**config.mk**
```make
export PLATFORM = sky130hd
export DESIGN_NAME = jdd_back
export DESIGN_NICKNAME = d
export VERILOG_FILES = /design/src/rtl/core/joystick_to_differential_drive_core_assert.svh /design/src/rtl/core/jdd_pkg.sv /design/src/rtl/core/jdd_back.sv
export SDC_FILE = /design/constraint.sdc
export NUM_CORES = 2
export LEC_CHECK = 0
export BUFFER_PORTS_ARGS = -buffer_cell sky130_fd_sc_hd__buf_4
export CORE_UTILIZATION = 45
export CTS_BUF_LIST = sky130_fd_sc_hd__clkbuf_4 sky130_fd_sc_hd__clkbuf_8
export CTS_CLUSTER_DIAMETER = 30
export CTS_CLUSTER_SIZE = 40
export DETAILED_ROUTE_END_ITERATION = 6
export GPL_TIMING_DRIVEN = 1
export PLACE_DENSITY_LB_ADDON = 0.1
export SLEW_MARGIN = 40
export SYNTH_ARGS = -nofsm -noshare
export SYNTH_HDL_FRONTEND = slang
export SYNTH_SLANG_ARGS = --single-unit
export TNS_END_PERCENT = 30
```
**constraint.sdc**
```tcl
create_clock -name clk -period 15.8 [get_ports clk]
set_input_delay 2.37 -clock clk [delete_from_list [all_inputs] [get_ports clk]]
set_output_delay 2.37 -clock clk [all_outputs]
set_load 0.01 [all_outputs]
```
**src/rtl/core/joystick_to_differential_drive_core_assert.svh**
```systemverilog
// ----------------------------------------------------------------------------
// Joystick mixer assertion macros
// Shared concurrent assertion forms, clocked on clk and disabled in reset.
// ----------------------------------------------------------------------------
`ifndef JOYSTICK_TO_DIFFERENTIAL_DRIVE_CORE_ASSERT_SVH
`define JOYSTICK_TO_DIFFERENTIAL_DRIVE_CORE_ASSERT_SVH

// Overlapping implication: cons must hold in the same cycle as ante.
`define JDD_ASSERT_IMP(lbl, ante, cons) \
	lbl: assert property (@(posedge clk) disable iff (!arst_n) (ante) |-> (cons)) \
		else $error("joystick mixer assertion failed");

// Next-cycle implication: cons must hold in the cycle after ante.
`define JDD_ASSERT_NEXT(lbl, ante, cons) \
	lbl: assert property (@(posedge clk) disable iff (!arst_n) (ante) |=> (cons)) \
		else $error("joystick mixer assertion failed");

`endif

```
**src/rtl/core/jdd_pkg.sv**
```systemverilog
// ----------------------------------------------------------------------------
// Joystick mixer package
// Widths, constants, stage types and the CORDIC angle table.
// ----------------------------------------------------------------------------
`timescale 1ns / 1ps

package jdd_pkg;

	// Default parameter values.
	localparam int TOP_SPEED_DEF    = 100;
	localparam int CORDIC_STEPS_DEF = 16;
	localparam int ANG_TAB_LEN      = 24;

	// Field widths.
	localparam int IN_W    = 16;
	localparam int MAG_W   = 15;
	localparam int SQ_W    = 2 * MAG_W;
	localparam int SPEED_W = 9;

	// Square root: 23 result bits from a 47-bit radicand.
	localparam int REM_W        = 47;
	localparam int SQRT_STEPS   = 23;
	localparam int SQRT_W       = 23;
	localparam int SQRT_TOP_BIT = 2 * (SQRT_STEPS - 1);
	localparam int NORM_SHIFT   = 16;

	// CORDIC datapath.
	localparam int CORD_W = 34;
	localparam int ANG_W  = 32;
	localparam int MUL_W  = 31;

	// Numeric constants.
	localparam int ONE_Q14            = 16384;
	localparam logic [ANG_W-1:0] QUARTER_Q30 = 32'h4000_0000;
	localparam int PROD_SHIFT         = 52;
	localparam int SPEED_POS_MAX      = 255;
	localparam int SPEED_NEG_MAX      = 256;

	// Per-word side information that rides along the pipeline.
	typedef struct packed {
		logic neg;
		logic yzero;
		logic xzero;
		logic xpos;
	} jdd_flags_t;

	// Square root and CORDIC state of one word.
	typedef struct packed {
		logic [REM_W-1:0]         rem;
		logic [REM_W-1:0]         root;
		logic signed [CORD_W-1:0] cx;
		logic signed [CORD_W-1:0] cy;
		logic signed [ANG_W-1:0]  z;
	} jdd_iter_t;

	// atan(2^-i) in quarter turns, Q30.
	function automatic logic [ANG_W-1:0] atan_q30(input int idx);
		logic [ANG_W-1:0] a;
		case (idx)
			0:  a = 32'd536870912;
			1:  a = 32'd316933406;
			2:  a = 32'd167458907;
			3:  a = 32'd85004756;
			4:  a = 32'd42667331;
			5:  a = 32'd21354465;
			6:  a = 32'd10679838;
			7:  a = 32'd5340245;
			8:  a = 32'd2670163;
			9:  a = 32'd1335087;
			10: a = 32'd667544;
			11: a = 32'd333772;
			12: a = 32'd166886;
			13: a = 32'd83443;
			14: a = 32'd41722;
			15: a = 32'd20861;
			16: a = 32'd10430;
			17: a = 32'd5215;
			18: a = 32'd2608;
			19: a = 32'd1304;
			20: a = 32'd652;
			21: a = 32'd326;
			22: a = 32'd163;
			23: a = 32'd81;
			default: a = '0;
		endcase
		return a;
	endfunction

endpackage

```
**src/rtl/core/jdd_back.sv**
```systemverilog
// ----------------------------------------------------------------------------
// Joystick mixer back end
// Scales the norm by speed and angle, floors and saturates both speeds.
// ----------------------------------------------------------------------------
`timescale 1ns / 1ps

module jdd_back #(
	parameter int TOP_SPEED = jdd_pkg::TOP_SPEED_DEF
) (
	input  logic                                clk,
	input  logic                                arst_n,
	input  logic                                en,
	input  logic                                in_valid,
	input  jdd_pkg::jdd_iter_t                  in_dat,
	input  jdd_pkg::jdd_flags_t                 in_flags,
	output logic                                out_valid,
	output logic signed [jdd_pkg::SPEED_W-1:0]  left_speed,
	output logic signed [jdd_pkg::SPEED_W-1:0]  right_speed,
	output jdd_pkg::jdd_flags_t                 out_flags
);

	localparam int QW = jdd_pkg::SQRT_W + $clog2(TOP_SPEED + 1);
	localparam int PW = QW + jdd_pkg::MUL_W;
	localparam int MW = PW - jdd_pkg::PROD_SHIFT + 1;
	localparam int ME = (MW > 10) ? MW : 10;
	localparam logic [QW-1:0] MAX_SPD = QW'(TOP_SPEED);
	localparam logic signed [jdd_pkg::ANG_W-1:0] QUARTER_S = $signed(jdd_pkg::QUARTER_Q30);

	logic [jdd_pkg::MUL_W-1:0] t_c;
	logic [PW-1:0]             prod_c, full_c;

	logic                       vld_s1, vld_s2, vld_s3;
	logic [QW-1:0]              q_s1;
	logic [jdd_pkg::MUL_W-1:0]  t_s1;
	logic [PW-1:0]              lp_s2, rp_s2;
	jdd_pkg::jdd_flags_t        flg_s1, flg_s2, flg_s3;
	logic [jdd_pkg::SPEED_W-1:0] left_s3, right_s3;

	// Floor of a signed product over 2^52, saturated to the speed range.
	function automatic logic [jdd_pkg::SPEED_W-1:0] to_speed(input logic [PW-1:0] p,
		input logic neg, input logic zero);
		logic [ME-1:0]               m;
		logic [jdd_pkg::SPEED_W-1:0] mag;
		logic [jdd_pkg::SPEED_W-1:0] v;
		m = ME'(p[PW-1:jdd_pkg::PROD_SHIFT])
			+ ME'(neg && (p[jdd_pkg::PROD_SHIFT-1:0] != '0));
		if (neg) begin
			mag = (m > ME'(jdd_pkg::SPEED_NEG_MAX))
				? jdd_pkg::SPEED_W'(jdd_pkg::SPEED_NEG_MAX) : m[jdd_pkg::SPEED_W-1:0];
			v = ~mag + 1'b1;
		end else begin
			mag = (m > ME'(jdd_pkg::SPEED_POS_MAX))
				? jdd_pkg::SPEED_W'(jdd_pkg::SPEED_POS_MAX) : m[jdd_pkg::SPEED_W-1:0];
			v = mag;
		end
		if (zero) begin
			v = '0;
		end
		return v;
	endfunction

	// Angle scale: a quarter turn when x is zero, else the clamped CORDIC angle.
	always_comb begin
		if (in_flags.xzero) begin
			t_c = jdd_pkg::QUARTER_Q30[jdd_pkg::MUL_W-1:0];
		end else if (in_dat.z[jdd_pkg::ANG_W-1]) begin
			t_c = '0;
		end else if (in_dat.z > QUARTER_S) begin
			t_c = jdd_pkg::QUARTER_Q30[jdd_pkg::MUL_W-1:0];
		end else begin
			t_c = in_dat.z[jdd_pkg::MUL_W-1:0];
		end
	end

	// Scaled and unscaled products of the speed-weighted norm.
	always_comb begin
		prod_c = PW'(q_s1) * PW'(t_s1);
		full_c = PW'(q_s1) << (jdd_pkg::MUL_W - 1);
	end

	// Valid bits of the three back stages.
	always_ff @(posedge clk or negedge arst_n) begin
		if (!arst_n) begin
			vld_s1 <= 1'b0;
			vld_s2 <= 1'b0;
			vld_s3 <= 1'b0;
		end else if (en) begin
			vld_s1 <= in_valid;
			vld_s2 <= vld_s1;
			vld_s3 <= vld_s2;
		end
	end

	// Payload: weighted norm, then motor products, then the final speeds.
	always_ff @(posedge clk) begin
		if (en) begin
			q_s1   <= MAX_SPD * QW'(in_dat.root[jdd_pkg::SQRT_W-1:0]);
			t_s1   <= t_c;
			flg_s1 <= in_flags;

			lp_s2  <= flg_s1.xpos ? full_c : prod_c;
			rp_s2  <= flg_s1.xpos ? prod_c : full_c;
			flg_s2 <= flg_s1;

			left_s3  <= to_speed(lp_s2, flg_s2.neg, flg_s2.yzero);
			right_s3 <= to_speed(rp_s2, flg_s2.neg, flg_s2.yzero);
			flg_s3   <= flg_s2;
		end
	end

	assign out_valid   = vld_s3;
	assign left_speed  = left_s3;
	assign right_speed = right_s3;
	assign out_flags   = flg_s3;

endmodule

```
==> results.md <==
- Ys async rst share: roughly 1.4%
- Per-cell routed wire length: 18.38 µm
- CP top delay family: adder cells
- F_max: 125.3 MHz
- Area leader, netlist: fa_1
- Avg Cell Area, Syn: 9.486 µm²
- Longest Clk Path Bufs: 3
- # port buffers: 85
- Area contributors post-synth: fa_1 39%, edfxtp_1 16%, ha_1 9.3%
- Share of layout cells above drive strength 1: ~7.4%
- Die area: 0.08892 mm²
- Run status: completed
- Final Hold Vio Count: 0
- Area grow syn2layout: 7.245%
- Area of the multi-input gates: 0.02880 mm²
- Clock sinks: 210
- Filler cells: approximately 8.3k
- Worst Skew: 0.03200 ns
- Clk_lat worst skew: about 0.7 ns
- Mapped Cells: between 4k and 5k
- Root buf cell: clkbuf_8
- Worst path cell trace: buf_4 > nand2_1 > fa_1 > inv_1 > fa_1 > inv_1 > fa_1 > inv_1 > fa_1 > fa_1 > fa_1 > inv_1 > fa_1 > inv_1 > ha_1 > a21oi_1 > o21ai_0 > a211oi_2 > o31ai_1 > nor3_2 > a21boi_2 > o221ai_4 > nor4b_2 > a311oi_1
- DRC viols: 0
- Crit path required time: 16.21 ns
- Std cell rows: 108
- Synth Flop Type: edfxtp_1
- Top-area cell type share of the netlist area: approximately two fifths
- Syn Std Cell Area: 0.03948 mm²
- YS warnings: 0
- TNS Setup: 0 ns
- Crit end category: flip-flop
- WP data arrival: approximately 8.4 ns
- Maxcap violations: 0
- Number of synthesized register bits: 210
- Sequential cell area: around 0.0063 mm²
- First-pass GRT wire length: 162.2 mm
- Crit path top cell by count: fa_1
- GRT Util Overall: 23.36%
- # resized after CTS: 0
- Post-route minimum period: 7.980 ns
- Detailed Routing Iterations Pass 1: 7
- Gpl congestion: 0.8617
- Tcrit/Tclk final: 50.50%
- Worst slew pin tran: 0.8105 ns
- Most frequent cells in the layout: 938 x inv_1, 770 x fa_1, 569 x nand2_1
- IO Count: approximately 230
- Initial DRC count: ~1.3k
- Die Wd: 298.2 µm
- Core area: 0.08689 mm²
- Relative slew slack: 45.97%
- Inserted Clock Buffers: 50
- GRT overflow: 0
- Worst setup SP type: flip-flop
- Number of buffers inserted by hold repair at cts: 0
- Initial Util: 45.44%
- Pin count of the biggest net entering global routing: 95
- Most common cell after layout, fill and taps aside: inv_1
- Setup Viol. Count Final: 0
- Initial antenna violation count: 5
- Mapped Nets: ~5.4k
- RSZ-0062 raised after global routing: no
- Vias per inst: 5.106
- Critical-path top delay cell: nor3_2
- Post-CTS setup buffers: 0
- Crit path max fanout: 33
- Distinct cells, synth: 78
- Hold Crit Class: flip-flop to flip-flop
- Via count: 27.24k
- WS Path Type: flip-flop to flip-flop
- Reg clk slew, reported paths: 0.05 ns
- EDFF count, synth: 207
- H-tree Lvls: 2
- Vias in the first global route: 29.77k
- Clock tree from TritonCTS: built
- Die Span Y: 298.2 µm
- Critical path's largest stage delay: 0.61 ns
- HPWL Detailed: roughly 75 mm
- Sequential element share of the synthesized area: 15.94%
- Drt total wl: 98.02 mm
- Final Max Slew Viols: 0
- CP bufs+invs: 6
- Final antenna-violating net count: 0
- Nets: 5402
## cells by family (layout without fill, tap and decap cells)
logic type | count (synthesis) | in the layout | share of synthesized area, %
AO/OA/AOI/OAI | 303 | 303 | 5.077
XOR/XNOR | 92 | 92 | 2.041
adder cells (fa/ha/maj) | 1062 | 1062 | 48.30
buffers and inverters | 1165 | 1181 | 11.14
flip-flops | 210 | 210 | 15.94
multiplexers | 40 | 40 | 1.135
other | 0 | 1 | 0
AND/OR/NAND/NOR | 1290 | 1290 | 16.37
## metrics by stage
step | cells | instance area, µm² | setup slack (ns) | hold WS, ns | utilization [%]
floorplan | 4162 | 39480 | 8.907 | 0.4003 | -
global placement | 5241 | 41190 | 7.881 | 0.4009 | 47.40
detailed placement | 5241 | 41200 | 7.865 | 0.4074 | 47.42
CTS | 5333 | 42330 | 7.840 | 0.4190 | 48.72
global route | 5334 | 42340 | 7.465 | 0.4241 | 48.73
finish | 5334 | 42340 | 7.820 | 0.4167 | 48.73
## area by class of cell
type                       count  area share, %
sequential                   210          14.86
multi-input combinational   2787          68.03
clock buffer                  58          1.782
tap                         1155          3.413
clock inverter                34         0.8984
inverter                     939          8.331
timing repair buffer         150          2.683
antenna                        1       0.005910
## sequential cells by signal, indices dropped and copies added (netlist names)
register / flops
vld_s1: 1
right_speed: 9
left_speed: 9
t_s1: 31
vld_s2: 1
flg_s2: 4
rp_s2: 59
q_s1: 28
out_valid: 1
out_flags: 4
lp_s2: 59
flg_s1: 4
## cell usage after synthesis (11+ instances only)
master / n
a21oi_1: 99
a21o_1: 49
nor2_1: 71
ha_1: 292
inv_1: 939
nor4_1: 30
and2_1: 475
nand4_1: 28
xnor2_1: 55
edfxtp_1: 207
mux2_2: 38
clkbuf_1: 210
nor2b_1: 13
nand2b_1: 11
nand2_1: 569
nor3_1: 16
o21ai_0: 45
fa_1: 770
a211oi_1: 11
xor2_1: 37
nand3_1: 38
## path summary, 6_finish.rpt
kind	start	end	slack (ns)	cells after the start
max	q_s1[6]	lp_s2[53]	7.82	24
min	flg_s2[1]	out_flags[1]	0.42	0
max reg2reg	q_s1[6]	lp_s2[53]	7.82	24
min reg2reg	flg_s2[1]	out_flags[1]	0.42	0
max in group asynchronous	arst_n	out_valid	14.24	1
min in group asynchronous	arst_n	vld_s1	1.47	1
## metal layers
metal / share of wire, % / track usage [%] / vias up
li1: - / - / 12510
met1: 46 / 32.00 / 13930
met2: 48 / 39.24 / 640
met3: 4.8 / 3.274 / 152
met4: 2.1 / 5.287 / 2
met5: 0.019 / 0 / -
Power is left out: the tool's default activity adds up to more than one toggle a clock period on the data nets, which glitch-free logic cannot reach.
