### src/rtl/core/joystick_to_differential_drive_core_assert.svh
// ----------------------------------------------------------------------------
// Joystick mixer assertion macros
// Shared concurrent assertion forms, clocked on clk and disabled in reset.
// ----------------------------------------------------------------------------
`ifndef JOYSTICK_TO_DIFFERENTIAL_DRIVE_CORE_ASSERT_SVH
`define JOYSTICK_TO_DIFFERENTIAL_DRIVE_CORE_ASSERT_SVH

// Overlapping implication: cons must hold in the same cycle as ante.
`define JDD_ASSERT_IMP(lbl, ante, cons) \
	lbl: assert property (@(posedge clk) disable iff (!arst_n) (ante) |-> (cons)) \
		else $error("joystick mixer assertion failed");

// Next-cycle implication: cons must hold in the cycle after ante.
`define JDD_ASSERT_NEXT(lbl, ante, cons) \
	lbl: assert property (@(posedge clk) disable iff (!arst_n) (ante) |=> (cons)) \
		else $error("joystick mixer assertion failed");

`endif

### src/rtl/core/jdd_pkg.sv
// ----------------------------------------------------------------------------
// Joystick mixer package
// Widths, constants, stage types and the CORDIC angle table.
// ----------------------------------------------------------------------------
`timescale 1ns / 1ps

package jdd_pkg;

	// Default parameter values.
	localparam int TOP_SPEED_DEF    = 100;
	localparam int CORDIC_STEPS_DEF = 16;
	localparam int ANG_TAB_LEN      = 24;

	// Field widths.
	localparam int IN_W    = 16;
	localparam int MAG_W   = 15;
	localparam int SQ_W    = 2 * MAG_W;
	localparam int SPEED_W = 9;

	// Square root: 23 result bits from a 47-bit radicand.
	localparam int REM_W        = 47;
	localparam int SQRT_STEPS   = 23;
	localparam int SQRT_W       = 23;
	localparam int SQRT_TOP_BIT = 2 * (SQRT_STEPS - 1);
	localparam int NORM_SHIFT   = 16;

	// CORDIC datapath.
	localparam int CORD_W = 34;
	localparam int ANG_W  = 32;
	localparam int MUL_W  = 31;

	// Numeric constants.
	localparam int ONE_Q14            = 16384;
	localparam logic [ANG_W-1:0] QUARTER_Q30 = 32'h4000_0000;
	localparam int PROD_SHIFT         = 52;
	localparam int SPEED_POS_MAX      = 255;
	localparam int SPEED_NEG_MAX      = 256;

	// Per-word side information that rides along the pipeline.
	typedef struct packed {
		logic neg;
		logic yzero;
		logic xzero;
		logic xpos;
	} jdd_flags_t;

	// Square root and CORDIC state of one word.
	typedef struct packed {
		logic [REM_W-1:0]         rem;
		logic [REM_W-1:0]         root;
		logic signed [CORD_W-1:0] cx;
		logic signed [CORD_W-1:0] cy;
		logic signed [ANG_W-1:0]  z;
	} jdd_iter_t;

	// atan(2^-i) in quarter turns, Q30.
	function automatic logic [ANG_W-1:0] atan_q30(input int idx);
		logic [ANG_W-1:0] a;
		case (idx)
			0:  a = 32'd536870912;
			1:  a = 32'd316933406;
			2:  a = 32'd167458907;
			3:  a = 32'd85004756;
			4:  a = 32'd42667331;
			5:  a = 32'd21354465;
			6:  a = 32'd10679838;
			7:  a = 32'd5340245;
			8:  a = 32'd2670163;
			9:  a = 32'd1335087;
			10: a = 32'd667544;
			11: a = 32'd333772;
			12: a = 32'd166886;
			13: a = 32'd83443;
			14: a = 32'd41722;
			15: a = 32'd20861;
			16: a = 32'd10430;
			17: a = 32'd5215;
			18: a = 32'd2608;
			19: a = 32'd1304;
			20: a = 32'd652;
			21: a = 32'd326;
			22: a = 32'd163;
			23: a = 32'd81;
			default: a = '0;
		endcase
		return a;
	endfunction

endpackage

### src/rtl/core/jdd_front.sv
// ----------------------------------------------------------------------------
// Joystick mixer front end
// Clamps the stick, squares the magnitudes and seeds the iterative stages.
// ----------------------------------------------------------------------------
`timescale 1ns / 1ps

module jdd_front (
	input  logic                                   clk,
	input  logic                                   arst_n,
	input  logic                                   en,
	input  logic                                   in_valid,
	input  logic signed [jdd_pkg::IN_W-1:0]        stick_x,
	input  logic signed [jdd_pkg::IN_W-1:0]        stick_y,
	output logic                                   out_valid,
	output jdd_pkg::jdd_iter_t                     out_dat,
	output jdd_pkg::jdd_flags_t                    out_flags
);

	localparam logic signed [jdd_pkg::IN_W-1:0] POS_ONE = jdd_pkg::IN_W'(jdd_pkg::ONE_Q14);
	localparam logic signed [jdd_pkg::IN_W-1:0] NEG_ONE = -POS_ONE;

	logic signed [jdd_pkg::IN_W-1:0] xc_c, yc_c;
	logic [jdd_pkg::MAG_W-1:0]       ax_c, ay_c;
	jdd_pkg::jdd_flags_t             flg_c;

	logic                            vld_s1, vld_s2, vld_s3;
	logic [jdd_pkg::MAG_W-1:0]       ax_s1, ay_s1, ax_s2, ay_s2;
	logic [jdd_pkg::SQ_W-1:0]        sqx_s2, sqy_s2;
	jdd_pkg::jdd_flags_t             flg_s1, flg_s2, flg_s3;
	jdd_pkg::jdd_iter_t              dat_s3;

	// Clamp to plus or minus one and split into magnitude and flags.
	always_comb begin
		xc_c = (stick_x > POS_ONE) ? POS_ONE : ((stick_x < NEG_ONE) ? NEG_ONE : stick_x);
		yc_c = (stick_y > POS_ONE) ? POS_ONE : ((stick_y < NEG_ONE) ? NEG_ONE : stick_y);
		ax_c = jdd_pkg::MAG_W'(xc_c[jdd_pkg::IN_W-1] ? -xc_c : xc_c);
		ay_c = jdd_pkg::MAG_W'(yc_c[jdd_pkg::IN_W-1] ? -yc_c : yc_c);
		flg_c.neg   = yc_c[jdd_pkg::IN_W-1];
		flg_c.yzero = (yc_c == '0);
		flg_c.xzero = (xc_c == '0);
		flg_c.xpos  = !xc_c[jdd_pkg::IN_W-1] && (xc_c != '0);
	end

	// Valid bits of the three front stages.
	always_ff @(posedge clk or negedge arst_n) begin
		if (!arst_n) begin
			vld_s1 <= 1'b0;
			vld_s2 <= 1'b0;
			vld_s3 <= 1'b0;
		end else if (en) begin
			vld_s1 <= in_valid;
			vld_s2 <= vld_s1;
			vld_s3 <= vld_s2;
		end
	end

	// Payload: magnitudes, then squares, then the seeded iteration state.
	always_ff @(posedge clk) begin
		if (en) begin
			ax_s1  <= ax_c;
			ay_s1  <= ay_c;
			flg_s1 <= flg_c;

			sqx_s2 <= jdd_pkg::SQ_W'(ax_s1 * ax_s1);
			sqy_s2 <= jdd_pkg::SQ_W'(ay_s1 * ay_s1);
			ax_s2  <= ax_s1;
			ay_s2  <= ay_s1;
			flg_s2 <= flg_s1;

			dat_s3.rem  <= jdd_pkg::REM_W'({(jdd_pkg::SQ_W + 1)'(sqx_s2)
				+ (jdd_pkg::SQ_W + 1)'(sqy_s2), {jdd_pkg::NORM_SHIFT{1'b0}}});
			dat_s3.root <= '0;
			dat_s3.cx   <= jdd_pkg::CORD_W'({ax_s2, {jdd_pkg::NORM_SHIFT{1'b0}}});
			dat_s3.cy   <= jdd_pkg::CORD_W'({ay_s2, {jdd_pkg::NORM_SHIFT{1'b0}}});
			dat_s3.z    <= '0;
			flg_s3      <= flg_s2;
		end
	end

	assign out_valid = vld_s3;
	assign out_dat   = dat_s3;
	assign out_flags = flg_s3;

endmodule

### config.mk
export PLATFORM = sky130hd
export DESIGN_NAME = jdd_front
export DESIGN_NICKNAME = d
export VERILOG_FILES = /design/src/rtl/core/joystick_to_differential_drive_core_assert.svh /design/src/rtl/core/jdd_pkg.sv /design/src/rtl/core/jdd_front.sv
export SDC_FILE = /design/constraint.sdc
export NUM_CORES = 1
export LEC_CHECK = 0
export BUFFER_PORTS_ARGS = -buffer_cell sky130_fd_sc_hd__buf_2
export CAP_MARGIN = 20
export CORE_UTILIZATION = 45
export DETAILED_ROUTE_END_ITERATION = 16
export GPL_ROUTABILITY_DRIVEN = 0
export GPL_TIMING_DRIVEN = 0
export PLACE_DENSITY = 0.66
export SLEW_MARGIN = 25
export SYNTH_ARGS = -nofsm -noshare
export SYNTH_HDL_FRONTEND = slang
export SYNTH_SLANG_ARGS = --single-unit
export TNS_END_PERCENT = 10
### constraint.sdc
create_clock -name clk -period 6.35 [get_ports clk]
set_input_delay 1.27 -clock clk [delete_from_list [all_inputs] [get_ports clk]]
set_output_delay 1.27 -clock clk [all_outputs]
set_load 0.005 [all_outputs]
==> results.sh <==
export IMPL_status="completed"
export IMPL_final_nets=2878
export IMPL_grt_overflow=0
export IMPL_ff2ff_setup_slack_ns=0.17
export IMPL_worstHoldStart="ay_s2[5]"
export IMPL_crit_top_cell="fa_1"
export IMPL_whs_path_depth=0
export IMPL_skew_ns=0.0144
export IMPL_top_layer="met5"
export IMPL_cts_buffers=17
export IMPL_clkSlewWorstSetupHoldPaths_ns=0.08
export IMPL_syn_inst=2029
export IMPL_post_place_ws_ns=-0.976
export IMPL_fin_area_um2=24700
export IMPL_wl_met3_um=2420
export IMPL_reg2reg_from="ay_s1[9]"
export IMPL_yosysTopAreaCell="edfxtp_1"
export IMPL_rr_worst_depth=23
export IMPL_cpMaxStageDelayCell="fa_1"
export IMPL_die_y_um=219
export IMPL_antenna_found_initial=1
export IMPL_cp_required_ns=6.56
export IMPL_setup_worst_path_end_class="flip-flop"
export IMPL_grt_pass1_vias=14700
export IMPL_drt_iter0_drc=909
export IMPL_layout_common_cells="inv_1, fa_1, buf_4, ha_1, edfxtp_1"
export IMPL_clock_sinks=192
export IMPL_synth_seq_cells=192
export IMPL_grt_max_degree=84
export IMPL_worstPathMaxFanout=6
export IMPL_drv_slew=0
export IMPL_path_cells="buf_8 -> and2_1 -> fa_1 -> inv_2 -> fa_1 -> inv_1 -> fa_1 -> inv_1 -> fa_1 -> inv_2 -> fa_1 -> inv_2 -> fa_1 -> inv_2 -> ha_4 -> o21ai_2 -> o21bai_2 -> a21o_1 -> a21oi_4 -> o41ai_4 -> o21a_1 -> a31o_2 -> a311oi_2"
export IMPL_avgSynthCellArea_um2=10.4
export IMPL_drc=0
export IMPL_clockRootBuffer="clkbuf_16"
export IMPL_wl_met1_um=18900
export IMPL_cts_hold_buffers=0
export IMPL_num_vias=14700
export IMPL_wl_met2_um=21500
export IMPL_worst_path_buf_inv=7
export IMPL_area_growth_pct=16.6
export IMPL_yosys_top_cells_area="edfxtp_1, fa_1, ha_1, inv_1, buf_4"
export IMPL_worstHoldPathType="flip-flop to flip-flop"
export IMPL_yosys_warnings=0
export IMPL_start_util_pct=45.5
export IMPL_period_share_pct=97.4
export IMPL_io_pins=235
export IMPL_ys_types=70
export IMPL_fin_ws_ns=0.167
export IMPL_max_cap_viol_count=0
export IMPL_synth_edf_count=189
export IMPL_grt_pass1_wl_um=70800
export IMPL_numPortBuffers=100
export IMPL_drt_pass1_iter_count=5
export IMPL_min_period_ns=6.18
export IMPL_crit_arrival_ns=6.39
export IMPL_cts_path_max_buffers=2
export IMPL_netlist_area_leader_share_pct=26.8
export IMPL_cp_start_kind="flip-flop"
export IMPL_synth_async_reset_ratio_pct=1.56
export IMPL_r2r_end="sqy_s2[29]"
export IMPL_worst_path_largest_cell_delay_ns=0.55
export IMPL_yosysSeqAreaShare_pct=27.2
export IMPL_cp_top_family="adder cells"
export IMPL_die_area_um2=47900
export IMPL_worst_slew_pin_slew_ns=0.699
export IMPL_placed_area_um2=23000
export IMPL_die_w_um=219
export IMPL_min_to="out_dat[53]"
export IMPL_rows=79
export IMPL_postRouteAntennaNets=0
export IMPL_finalSetupViolCount=0
export IMPL_relSlewSlack_pct=53.4
export IMPL_h_tree_depth=4
export IMPL_final_common_cell="inv_1"
export IMPL_wl_per_cell_um=14.7
export IMPL_avgViaCountPerCell=4.95
export IMPL_worstSkewPairLatency_ns=0.47
export IMPL_rsz0062_at_grt="true"
export IMPL_dp_hpwl_um=33800
export IMPL_fmax_mhz=162
export IMPL_final_hold_violation_count=0
export IMPL_critical_path_class="flip-flop to flip-flop"
export IMPL_holdWs_ns=0.412
export IMPL_core_area_um2=46500
export IMPL_syn_area_um2=21200
export IMPL_diodes=0
export IMPL_synthFlopType="edfxtp_1"
export IMPL_drive_above_1_share_pct=19.1
export IMPL_wl_um=43700
export IMPL_cts_tree="built"
export IMPL_grt_total_usage_pct=18.8
[state kept, by name, summed over array words and instances, names as in the netlist, 4 cells and up]
register   cells
ax_s1         15
ax_s2         15
ay_s1         15
ay_s2         15
flg_s1         4
flg_s2         4
out_dat       61
out_flags      4
sqx_s2        28
sqy_s2        28
[cell families after synthesis]
group | count (synthesis) | synth area share (%)
buf+inv | 582 | 12.7
fa+ha+maj | 485 | 38.3
simple gates | 423 | 9.68
compound gates | 237 | 7.54
flops | 192 | 27.2
xor+xnor | 99 | 4.10
mux | 10 | 0.521
other cells | 1 | 0.0177
[timing repair]
| item | in CTS | in global routing |
|---|---|---|
| cloned | 0 | 1 |
| setup buffers | 31 | 48 |
| endpoints found under the hold margin | 0 | 0 |
| gates resized for setup | 75 | 88 |
| setup endpoints to repair | 25 | 20 |
| pin swaps | 6 | 45 |
[worst register-to-register path, stage by stage (launching register included)]
cell and delay, ns:
edfxtp_1 0.46, buf_8 0.17, and2_1 0.19, fa_1 0.55, inv_2 0.04, fa_1 0.49, inv_1 0.05, fa_1 0.47
inv_1 0.05, fa_1 0.53, inv_2 0.04, fa_1 0.55, inv_2 0.05, fa_1 0.49, inv_2 0.05, ha_4 0.28
o21ai_2 0.06, o21bai_2 0.20, a21o_1 0.16, a21oi_4 0.09, o41ai_4 0.42, o21a_1 0.22, a31o_2 0.20, a311oi_2 0.10
[how the worst max path moves through the flow]
stage,end,from,cells after the start
after floorplan,sqy_s2[29],ay_s1[3],24
after global placement,sqy_s2[29],ay_s1[2],22
after detailed placement,sqy_s2[29],ay_s1[2],22
after CTS,sqx_s2[29],ax_s1[7],20
after global routing,sqx_s2[29],ax_s1[8],21
final,sqy_s2[29],ay_s1[9],23
[cell usage after synthesis (4+ instances only)]
master    number
a211oi_1      16
a21boi_0       4
a21o_1        32
a21oi_1       57
a22o_1         5
a31o_2         4
a31oi_1       10
and2_1        87
and3_1         6
buf_4        133
clkbuf_1      42
edfxtp_1     189
fa_1         270
ha_1         215
inv_1        405
mux2_2         8
nand2_1      171
nand2b_1      13
nand3_1       19
nand4_1        7
nor2_1        65
nor2b_1       15
nor3_1        14
o211ai_1       7
o21a_1         9
o21ai_0       42
o21bai_1      11
o221ai_1       4
o31ai_1        4
or3_1          8
or4_1          4
xnor2_1       67
xor2_1        32
[per-layer routing]
layer / global-route usage [%] / vias up
li1: - / 6935
met1: 25.3 / 7323
met2: 31.1 / 403
met3: 3.15 / 54
met4: 5.83 / 2
met5: 0 / -
[final cells by class]
cell class / count / area, um^2
clock buffers: 19 / 433
multi-input cells: 1387 / 13600
clock inverters: 12 / 151
repair buffers: 181 / 1180
fillers: 4090 / 21800
plain buffers: 173 / 1300
flip-flops and latches: 192 / 5750
inverters: 405 / 1520
well taps: 607 / 759
[per-stage QoR]
| step | utilization, % | setup TNS (ns) | instances |
|---|---|---|---|
| 2_1_floorplan | - | 0 | 2161 |
| 3_3_place_gp | 49.3 | -10.13 | 2868 |
| 3_5_place_dp | 49.5 | -10.92 | 2870 |
| 4_1_cts | 51.7 | -0.0824 | 2930 |
| 5_1_grt | 53.1 | -0.197 | 2976 |
| 6_report | 53.1 | 0 | 2976 |
Power is left out: the tool's default activity adds up to more than one toggle a clock period on the data nets, which glitch-free logic cannot reach.
